<file path="src/sv/kesc_pkg.sv">
// kesc_pkg: shared types, byte codes and keypad match functions
// for the keypad escape decoder; depends on nothing
package kesc_pkg;

  localparam logic [7:0] ESC_BYTE    = 8'h1B;
  localparam logic [7:0] INTER_LO    = 8'h20;
  localparam logic [7:0] INTER_HI    = 8'h2F;
  localparam logic [7:0] PARAM_LO    = 8'h30;
  localparam logic [7:0] PARAM_HI    = 8'h3F;
  localparam logic [7:0] FINAL_LO    = 8'h30;
  localparam logic [7:0] FINAL_LO_CS = 8'h40;
  localparam logic [7:0] FINAL_HI    = 8'h7E;

  localparam logic [2:0] PH_IDLE  = 3'd0;
  localparam logic [2:0] PH_LEAD  = 3'd1;
  localparam logic [2:0] PH_THIRD = 3'd2;
  localparam logic [2:0] PH_PARAM = 3'd3;
  localparam logic [2:0] PH_INTER = 3'd4;

  localparam logic [1:0] KIND_CHAR  = 2'd0;
  localparam logic [1:0] KIND_KEY   = 2'd1;
  localparam logic [1:0] KIND_ALARM = 2'd2;

  localparam logic [4:0] KEY_MAX = 5'd21;

  typedef struct packed {
    logic [2:0] phase;
    logic [7:0] lead_byte;
    logic [7:0] next_byte;
    logic [1:0] seq_length;
  } state_t;

  typedef struct packed {
    logic [1:0] result_kind;
    logic [7:0] char_value;
    logic [4:0] key_code;
  } result_t;

  typedef struct packed {
    logic       hit;
    logic [4:0] code;
  } key_match_t;

  localparam state_t STATE_IDLE = '{phase: PH_IDLE, lead_byte: 8'h00,
                                    next_byte: 8'h00, seq_length: 2'd0};

  function automatic logic in_range(input logic [7:0] b, input logic [7:0] lo,
                                    input logic [7:0] hi);
    return (b >= lo) && (b <= hi);
  endfunction

  function automatic key_match_t match_single(input logic [7:0] b);
    key_match_t m;
    m.hit  = 1'b1;
    m.code = 5'd0;
    case (b)
      8'h41:   m.code = 5'd0;
      8'h42:   m.code = 5'd1;
      8'h43:   m.code = 5'd2;
      8'h44:   m.code = 5'd3;
      8'h50:   m.code = 5'd4;
      8'h51:   m.code = 5'd5;
      8'h52:   m.code = 5'd6;
      default: m.hit  = 1'b0;
    endcase
    return m;
  endfunction

  function automatic key_match_t match_pair(input logic [7:0] lead,
                                            input logic [7:0] fin);
    key_match_t m;
    logic [7:0] d_a;
    logic [7:0] d_p;
    logic [7:0] d_up;
    d_a    = fin - 8'h41;
    d_p    = fin - 8'h70 + 8'd8;
    d_up   = fin - 8'h50 + 8'd4;
    m.hit  = 1'b0;
    m.code = 5'd0;
    if (lead == 8'h5B) begin
      if (in_range(fin, 8'h41, 8'h44)) begin
        m.hit  = 1'b1;
        m.code = d_a[4:0];
      end
    end else if (lead == 8'h4F || lead == 8'h3F) begin
      if (in_range(fin, 8'h70, 8'h79)) begin
        m.hit  = 1'b1;
        m.code = d_p[4:0];
      end else if (fin == 8'h6E) begin
        m.hit  = 1'b1;
        m.code = 5'd20;
      end else if (fin == 8'h4D) begin
        m.hit  = 1'b1;
        m.code = 5'd21;
      end else if (lead == 8'h4F) begin
        if (in_range(fin, 8'h50, 8'h53)) begin
          m.hit  = 1'b1;
          m.code = d_up[4:0];
        end else if (fin == 8'h6D) begin
          m.hit  = 1'b1;
          m.code = 5'd18;
        end else if (fin == 8'h6C) begin
          m.hit  = 1'b1;
          m.code = 5'd19;
        end
      end
    end
    return m;
  endfunction

endpackage

</file>
<file path="src/sv/keypad_escape_decoder.sv">
// keypad_escape_decoder: top level with input register, decode step and result register
// depends on kesc_pkg and kesc_step
//
// usage
//   input channel: in_valid_i / in_ready_o carry one terminal byte per beat
//   output channel: out_valid_o / out_ready_i carry one result beat: a plain
//   character, a decoded keypad key code or an alarm for an illegal sequence
//   a byte that opens an escape sequence from idle or extends one gives no result beat
//   a result beat is offered once its byte has passed the input register and
//   the decode step into the result register
//   throughput: one byte per cycle while the receiver does not stall, set by the
//   combinational decode step between the input register and the result register
//   a stalled receiver holds the result register; the byte behind it waits in
//   the input register and in_ready_o drops only when both are full and the
//   receiver holds off
//   reset clears both valid flags and returns the decoder to idle with no
//   sequence open
module keypad_escape_decoder (
  input  logic       clk_i,
  input  logic       rst_ni,
  input  logic       in_valid_i,
  output logic       in_ready_o,
  input  logic [7:0] in_byte_i,
  output logic       out_valid_o,
  input  logic       out_ready_i,
  output logic [1:0] result_kind_o,
  output logic [7:0] char_value_o,
  output logic [4:0] key_code_o
);
  import kesc_pkg::*;

  logic       s1_valid_q;
  logic       s1_valid_d;
  logic [7:0] s1_byte_q;
  logic       s1_go;
  logic       out_valid_q;
  logic       out_valid_d;
  result_t    out_q;
  state_t     state_q;
  state_t     state_d;
  logic       res_valid;
  result_t    res;

  assign s1_go      = s1_valid_q && (!out_valid_q || out_ready_i);
  assign in_ready_o = !s1_valid_q || s1_go;

  kesc_step u_step (
    .state_i     (state_q),
    .byte_i      (s1_byte_q),
    .state_o     (state_d),
    .res_valid_o (res_valid),
    .res_o       (res)
  );

  always_comb begin
    s1_valid_d = s1_valid_q;
    if (in_valid_i && in_ready_o) s1_valid_d = 1'b1;
    else if (s1_go) s1_valid_d = 1'b0;
  end

  always_comb begin
    out_valid_d = out_valid_q;
    if (s1_go && res_valid) out_valid_d = 1'b1;
    else if (out_ready_i) out_valid_d = 1'b0;
  end

  always_ff @(posedge clk_i or negedge rst_ni) begin
    if (!rst_ni) begin
      s1_valid_q  <= 1'b0;
      out_valid_q <= 1'b0;
      state_q     <= STATE_IDLE;
    end else begin
      s1_valid_q  <= s1_valid_d;
      out_valid_q <= out_valid_d;
      if (s1_go) state_q <= state_d;
    end
  end

  always_ff @(posedge clk_i) begin
    if (in_valid_i && in_ready_o) s1_byte_q <= in_byte_i;
    if (s1_go && res_valid) out_q <= res;
  end

  assign out_valid_o   = out_valid_q;
  assign result_kind_o = out_q.result_kind;
  assign char_value_o  = out_q.char_value;
  assign key_code_o    = out_q.key_code;

  // result kinds keep their side fields clear
  assert property (@(posedge clk_i) disable iff (!rst_ni)
    out_valid_q && out_q.result_kind != KIND_CHAR |-> out_q.char_value == 8'h00)
    else $error("char_value set on a non-character beat");

  assert property (@(posedge clk_i) disable iff (!rst_ni)
    out_valid_q && out_q.result_kind != KIND_KEY |-> out_q.key_code == 5'd0)
    else $error("key_code set on a non-key beat");

  assert property (@(posedge clk_i) disable iff (!rst_ni)
    out_valid_q |-> (out_q.result_kind != 2'd3) &&
                    (out_q.key_code <= KEY_MAX))
    else $error("result beat out of range");

  // a waiting byte is neither lost nor overwritten
  assert property (@(posedge clk_i) disable iff (!rst_ni)
    s1_valid_q && !s1_go |=> s1_valid_q && $stable(s1_byte_q))
    else $error("held byte lost");

  // decoder state moves only when a byte is consumed
  assert property (@(posedge clk_i) disable iff (!rst_ni)
    !s1_go |=> $stable(state_q))
    else $error("state changed without a byte");

endmodule

</file>
<file path="src/sv/kesc_step.sv">
// kesc_step: next-state and result logic for one byte of the escape decoder
// depends on kesc_pkg
module kesc_step (
  input  kesc_pkg::state_t  state_i,
  input  logic [7:0]        byte_i,
  output kesc_pkg::state_t  state_o,
  output logic              res_valid_o,
  output kesc_pkg::result_t res_o
);
  import kesc_pkg::*;

  state_t     tk;
  logic       do_take;
  logic       do_finish;
  logic [7:0] fin_lo;
  logic       is_inter;
  logic       is_param;
  logic       is_lead_sel;
  logic       lead_y;
  logic [7:0] end_lo;
  key_match_t km;

  assign is_inter    = in_range(byte_i, INTER_LO, INTER_HI);
  assign is_param    = in_range(byte_i, PARAM_LO, PARAM_HI);
  assign is_lead_sel = (byte_i == 8'h3B) || (byte_i == 8'h3F) || (byte_i == 8'h4F) ||
                       (byte_i == 8'h59) || (byte_i == 8'h5B);
  assign lead_y      = (state_i.lead_byte == 8'h59);
  assign end_lo      = (state_i.lead_byte == 8'h4F || state_i.lead_byte == 8'h5B) ?
                       FINAL_LO_CS : FINAL_LO;
  assign fin_lo      = (state_i.phase == PH_PARAM) ? FINAL_LO_CS :
                       (state_i.phase == PH_LEAD)  ? FINAL_LO : end_lo;

  // state after taking this byte into the sequence
  always_comb begin
    tk = state_i;
    if (state_i.seq_length == 2'd0) tk.lead_byte = byte_i;
    else if (state_i.seq_length == 2'd1) tk.next_byte = byte_i;
    if (state_i.seq_length != 2'd3) tk.seq_length = state_i.seq_length + 2'd1;
  end

  // table match on the completed sequence
  always_comb begin
    km = '{hit: 1'b0, code: 5'd0};
    if (in_range(byte_i, fin_lo, FINAL_HI)) begin
      if (tk.seq_length == 2'd1) km = match_single(tk.lead_byte);
      else if (tk.seq_length == 2'd2) km = match_pair(tk.lead_byte, tk.next_byte);
    end
  end

  always_comb begin
    state_o     = state_i;
    res_valid_o = 1'b0;
    res_o       = '{result_kind: KIND_ALARM, char_value: 8'h00, key_code: 5'd0};
    do_take     = 1'b0;
    do_finish   = 1'b0;
    if (state_i.phase == PH_IDLE || state_i.phase > PH_INTER) begin
      state_o = STATE_IDLE;
      if (byte_i == ESC_BYTE) begin
        state_o.phase = PH_LEAD;
      end else begin
        res_valid_o       = 1'b1;
        res_o.result_kind = KIND_CHAR;
        res_o.char_value  = byte_i;
      end
    end else if (byte_i == ESC_BYTE) begin
      state_o       = STATE_IDLE;
      state_o.phase = PH_LEAD;
      res_valid_o   = 1'b1;
    end else begin
      case (state_i.phase)
        PH_LEAD: begin
          if (is_lead_sel) begin
            do_take       = 1'b1;
            state_o.phase = PH_THIRD;
          end else if (is_inter) begin
            do_take       = 1'b1;
            state_o.phase = PH_INTER;
          end else begin
            do_finish = 1'b1;
          end
        end
        PH_THIRD: begin
          if (state_i.lead_byte == 8'h5B && is_param) begin
            do_take       = 1'b1;
            state_o.phase = PH_PARAM;
          end else if (is_inter) begin
            do_take       = 1'b1;
            state_o.phase = PH_INTER;
          end else if (lead_y) begin
            state_o = STATE_IDLE;
          end else begin
            do_finish = 1'b1;
          end
        end
        PH_PARAM: begin
          if (is_param) begin
            do_take = 1'b1;
          end else if (is_inter) begin
            do_take       = 1'b1;
            state_o.phase = PH_INTER;
          end else begin
            do_finish = 1'b1;
          end
        end
        default: begin
          if (is_inter) begin
            do_take = 1'b1;
          end else if (lead_y) begin
            state_o = STATE_IDLE;
          end else begin
            do_finish = 1'b1;
          end
        end
      endcase
      if (do_take) begin
        state_o.lead_byte  = tk.lead_byte;
        state_o.next_byte  = tk.next_byte;
        state_o.seq_length = tk.seq_length;
      end
      if (do_finish) begin
        state_o     = STATE_IDLE;
        res_valid_o = 1'b1;
        if (km.hit) begin
          res_o.result_kind = KIND_KEY;
          res_o.key_code    = km.code;
        end
      end
    end
  end

endmodule
</file>
<file path="config.mk">
export PLATFORM = sky130hd
export DESIGN_NAME = keypad_escape_decoder
export DESIGN_NICKNAME = d
export VERILOG_FILES = /design/src/sv/kesc_pkg.sv /design/src/sv/keypad_escape_decoder.sv /design/src/sv/kesc_step.sv
export SDC_FILE = /design/constraint.sdc
export NUM_CORES = 1
export LEC_CHECK = 0
export ABC_CLOCK_PERIOD_IN_PS = 3340
export BUFFER_PORTS_ARGS = -buffer_cell sky130_fd_sc_hd__buf_2
export CAP_MARGIN = 20
export CORE_UTILIZATION = 45
export DETAILED_ROUTE_END_ITERATION = 6
export PLACE_DENSITY = 0.74
export REMOVE_ABC_BUFFERS = 1
export SLEW_MARGIN = 40
export SYNTH_ARGS = -nofsm -noshare
export SYNTH_HDL_FRONTEND = slang
export SYNTH_HIERARCHICAL = 1
export SYNTH_SLANG_ARGS = --single-unit
export TNS_END_PERCENT = 20
</file>
<file path="constraint.sdc">
create_clock -name clk_i -period 3.34 [get_ports clk_i]
set_clock_uncertainty 0.15 [all_clocks]
set_input_delay 0.501 -clock clk_i [delete_from_list [all_inputs] [get_ports clk_i]]
set_output_delay 0.501 -clock clk_i [all_outputs]
set_load 0.1 [all_outputs]
</file>
==> summary.txt <==
Run status
  • Status: finished, final reports clean

STA
  • RSZ-0062 raised after global routing: true
  • Clock period minus worst slack: 3.20 ns
  • Final Hold Viols: 0
  • Worst hold slack: 0.0252 ns
  • Final worst-path cycle share: 95.9%
  • Slew @ Worst Pin: 0.615 ns
  • Final setup vio count: 0
  • Rel. slew slack: 58.9%
  • Fmax: 0.312 GHz
  • Pins over their slew limit: 0

Floorplanning
  • Initial core utilization: 47.0%
  • Core area: 0.00733 mm2
  • Io pins: 29
  • Row Count: 31
  • Vert. Die Dim: 89.5 um
  • Die W: 89.5 um
  • Die area: 0.00801 mm2

Logic synthesis
  • Avg Inst Size Synth: 9.73 um2
  • Synth Area in Simple Gates: 23.9%
  • Cell Area, Synth: 0.00345 mm2
  • Ranking of synthesized cells by area: edfxtp_1 (20%), dfrtp_1 (17%), mux2_4 (9.2%)
  • Mux cell area share after synthesis: 14.3%
  • Largest family of logic cells by synthesized area: simple AND/OR/NAND/NOR gates
  • Post-synth EDFFs: 23
  • Post-synthesis xor/xnor area fraction: 1.78%
  • Mapped Cells: 354
  • Ys Warns: 6
  • Number of synthesized register bits: 46
  • Cell variety after synth: 73
  • Top_reg_cell synth: edfxtp_1
  • Seq/Total Area, Yosys: 36.7%
  • Post-synth top area share: 20.0%
  • Compound-Gate Fraction of Synth Area: 14.6%
  • Post-Synth Adder-Cell Area: 3.63%
  • Post-synth ARST share: 50.0%
  • Largest area contributor in the netlist: edfxtp_1

Power
  • Leak pwr: 1.59 nW
  • Worst VDD drop: 0.171 mV
  • PwrDens: 338 mW/mm2

Cells and area
  • # diodes: 0
  • Syn-to-layout area delta: 12.3%
  • Post-layout instance area: 0.00387 mm2
  • Net count, final: 413
  • Layout cells sized above 1: 27.0%
  • Post-route insts no fill: 491

Drt
  • Initial DRC Count: 302
  • Post-Route WL: 8830 um
  • DRC: 0
  • Pre-antenna DRT Iters: 5
  • Vias post-DR: 3004
  • Post-DR wirelength/cell: 18.0 um
  • Detail Route Antenna Nets: 0
  • Vias per cell: 6.12

Critical path
  • Worst Setup End Kind: flop
  • Worst path required time: 3.23 ns
  • Bufs and invs on worst path: 1
  • Critical path depth: 11
  • Cell family contributing the most delay on the critical path: simple AND/OR/NAND/NOR gates
  • Slowest cell on crit path: or4_1
  • Slowest stage delay, CP: 0.59 ns
  • Critical path endpoint: key_code_o[1]$_DFFE_PP_
  • Crit start category: flop
  • R2R setup slack: 0.14 ns
  • Worst reg2reg path depth: 11
  • Crit path launch: state_q[0]$_DFFE_PN0P_
  • Critical Path AT: 3.09 ns
  • Reg2reg end: key_code_o[1]$_DFFE_PP_
  • Max FO, Critical Path: 8
  • Critical path, cell by cell: nor2b_2 -> nand2_1 -> nand2_1 -> ha_1 -> nor2b_2 -> a2111oi_1 -> o311ai_4 -> inv_2 -> or4_1 -> o211ai_4 -> a41oi_1
  • R2r startpoint: state_q[0]$_DFFE_PN0P_
  • CP Class: flop to flop

Global routing
  • Met1 global-route usage: 32.3%
  • First-pass GRT wire length: 14300 um
  • Largest net degree at the start of global routing: 24
  • Most Crowded Layer GR: met2
  • GR Layer Usage met2: 37.3%
  • Number of global-route vias before repair: 2865
  • Initial antenna violation count: 0
  • Total gr overflow: 0
  • Met3 Usage GRT: 3.88%
  • GR Util All Layers: 23.5%

Clock network
  • Hold buffers post-CTS: 0
  • Clock root cell: clkbuf_8
  • # clock sinks: 46
  • TritonCTS clock tree: built
  • Clock H-tree levels: 2
  • Max Root-Sink Buffers: 2
  • CTS buffer count: 5
  • Clk_lat worst skew: 0.31 ns
  • Clock-pin slew on the worst setup and hold paths: 0.09 ns

Job
  • Max Cap Viol: 0

Worst hold path
  • Class of the worst hold path: primary input to asynchronous set/reset pin

Place
  • DP Wirelength: 6410 um
  • # placed instances: 481
  • Buffers added on ports: 28
  • Area post-placement: 0.00371 mm2
  • GPL Wtd Cong: 0.908
==> per-layer routing <==
layer / part of all wire (%) / up-vias
met3: 7.2 / 26
met2: 45 / 147
met4: 2.9 / 0
met5: 0 / -
met1: 45 / 1457
li1: - / 1374
==> sequential cells by signal, indices dropped and copies added, names as in the netlist <==
signal,count
state_q,21
out_valid_o,1
key_code_o,5
char_value_o,8
result_kind_o,2
s1_byte_q,8
s1_valid_q,1
==> layout make-up <==
type,instances,area [um2]
Tap cell,99,124
Sequential cell,46,1270
Clock buffer,5,68.8
Clock inverter,3,43.8
Fill cell,669,3460
Multi-Input combinational cell,280,2030
Inverter,9,33.8
Timing Repair Buffer,49,298
==> layout by cell type, fill, tap and decap left out, drive strengths merged, types with 13 or more instances in the layout <==
cell type   n
a21oi      17
buf        49
dfrtp      23
edfxtp     23
mux2       24
mux2i      14
nand2      39
nor2       42
nor3       13
==> where the power goes <==
part           total [mW]  leakage [nW]  switching (mW)  internal (mW)
logic               0.233          1.00           0.182         0.0509
registers           0.641         0.537          0.0199          0.621
clock network       0.434        0.0585           0.209          0.225
total                1.31          1.59           0.411          0.897
==> kinds of logic after synthesis <==
group,count (synthesis)
buffers and inverters,28
and+or+nand+nor,160
adders and majority gates,10
muxes,38
AOI/OAI and AO/OA,65
DFF,46
xor gates and xnor gates,7
==> how the worst min path moves through the flow <==
stage	start	to	slack (ns)	cells past startpoint
2_1_floorplan	rst_ni	out_valid_o$_DFFE_PN0P_	0.06	0
3_3_place_gp	state_q[3]$_DFFE_PN0P_	state_q[3]$_DFFE_PN0P_	0.35	1
3_5_place_dp	state_q[3]$_DFFE_PN0P_	state_q[3]$_DFFE_PN0P_	0.35	1
4_1_cts	rst_ni	state_q[20]$_DFFE_PN0P_	0.04	1
5_1_grt	rst_ni	state_q[20]$_DFFE_PN0P_	0.06	1
6_report	rst_ni	state_q[6]$_DFFE_PN0P_	0.03	1
==> synth_stat cells (7+ instances only) <==
master,n
edfxtp_1,23
ha_1,10
nand3_1,10
inv_1,8
nand2_1,38
buf_2,8
dfrtp_1,23
nand2b_1,8
nor3_1,12
nor2b_1,7
nand4_1,7
mux2i_1,13
mux2_4,21
a21oi_1,15
nor2_1,41
==> worst register-to-register path, stage by stage (launching register included) <==
cell and delay [ns]:
dfrtp_1 0.50, nor2b_2 0.31, nand2_1 0.11, nand2_1 0.13, ha_1 0.17, nor2b_2 0.17
a2111oi_1 0.09, o311ai_4 0.34, inv_2 0.07, or4_1 0.59, o211ai_4 0.25, a41oi_1 0.08
==> through the flow <==
| step | setup slack, ns | total power, mW | utilization (%) | setup TNS, ns |
|---|---|---|---|---|
| after global routing | -0.0888 | 1.35 | 52.8 | -0.188 |
| after floorplan | -0.286 | 0.824 | - | -1.57 |
| final | 0.138 | 1.31 | 52.8 | 0 |
| after CTS | 0.0310 | 1.31 | 52.2 | 0 |
| after detailed placement | 0.0495 | 0.882 | 50.7 | 0 |
| after global placement | 0.213 | 0.879 | 50.7 | 0 |
==> repair_timing <==
item,4_1_cts,5_1_grt
buffers inserted,0,2
resized for setup,0,7
hold endpoints to repair,0,0
setup endpoints to repair,0,19
No activity file was read; power rests on OpenSTA's default activity.
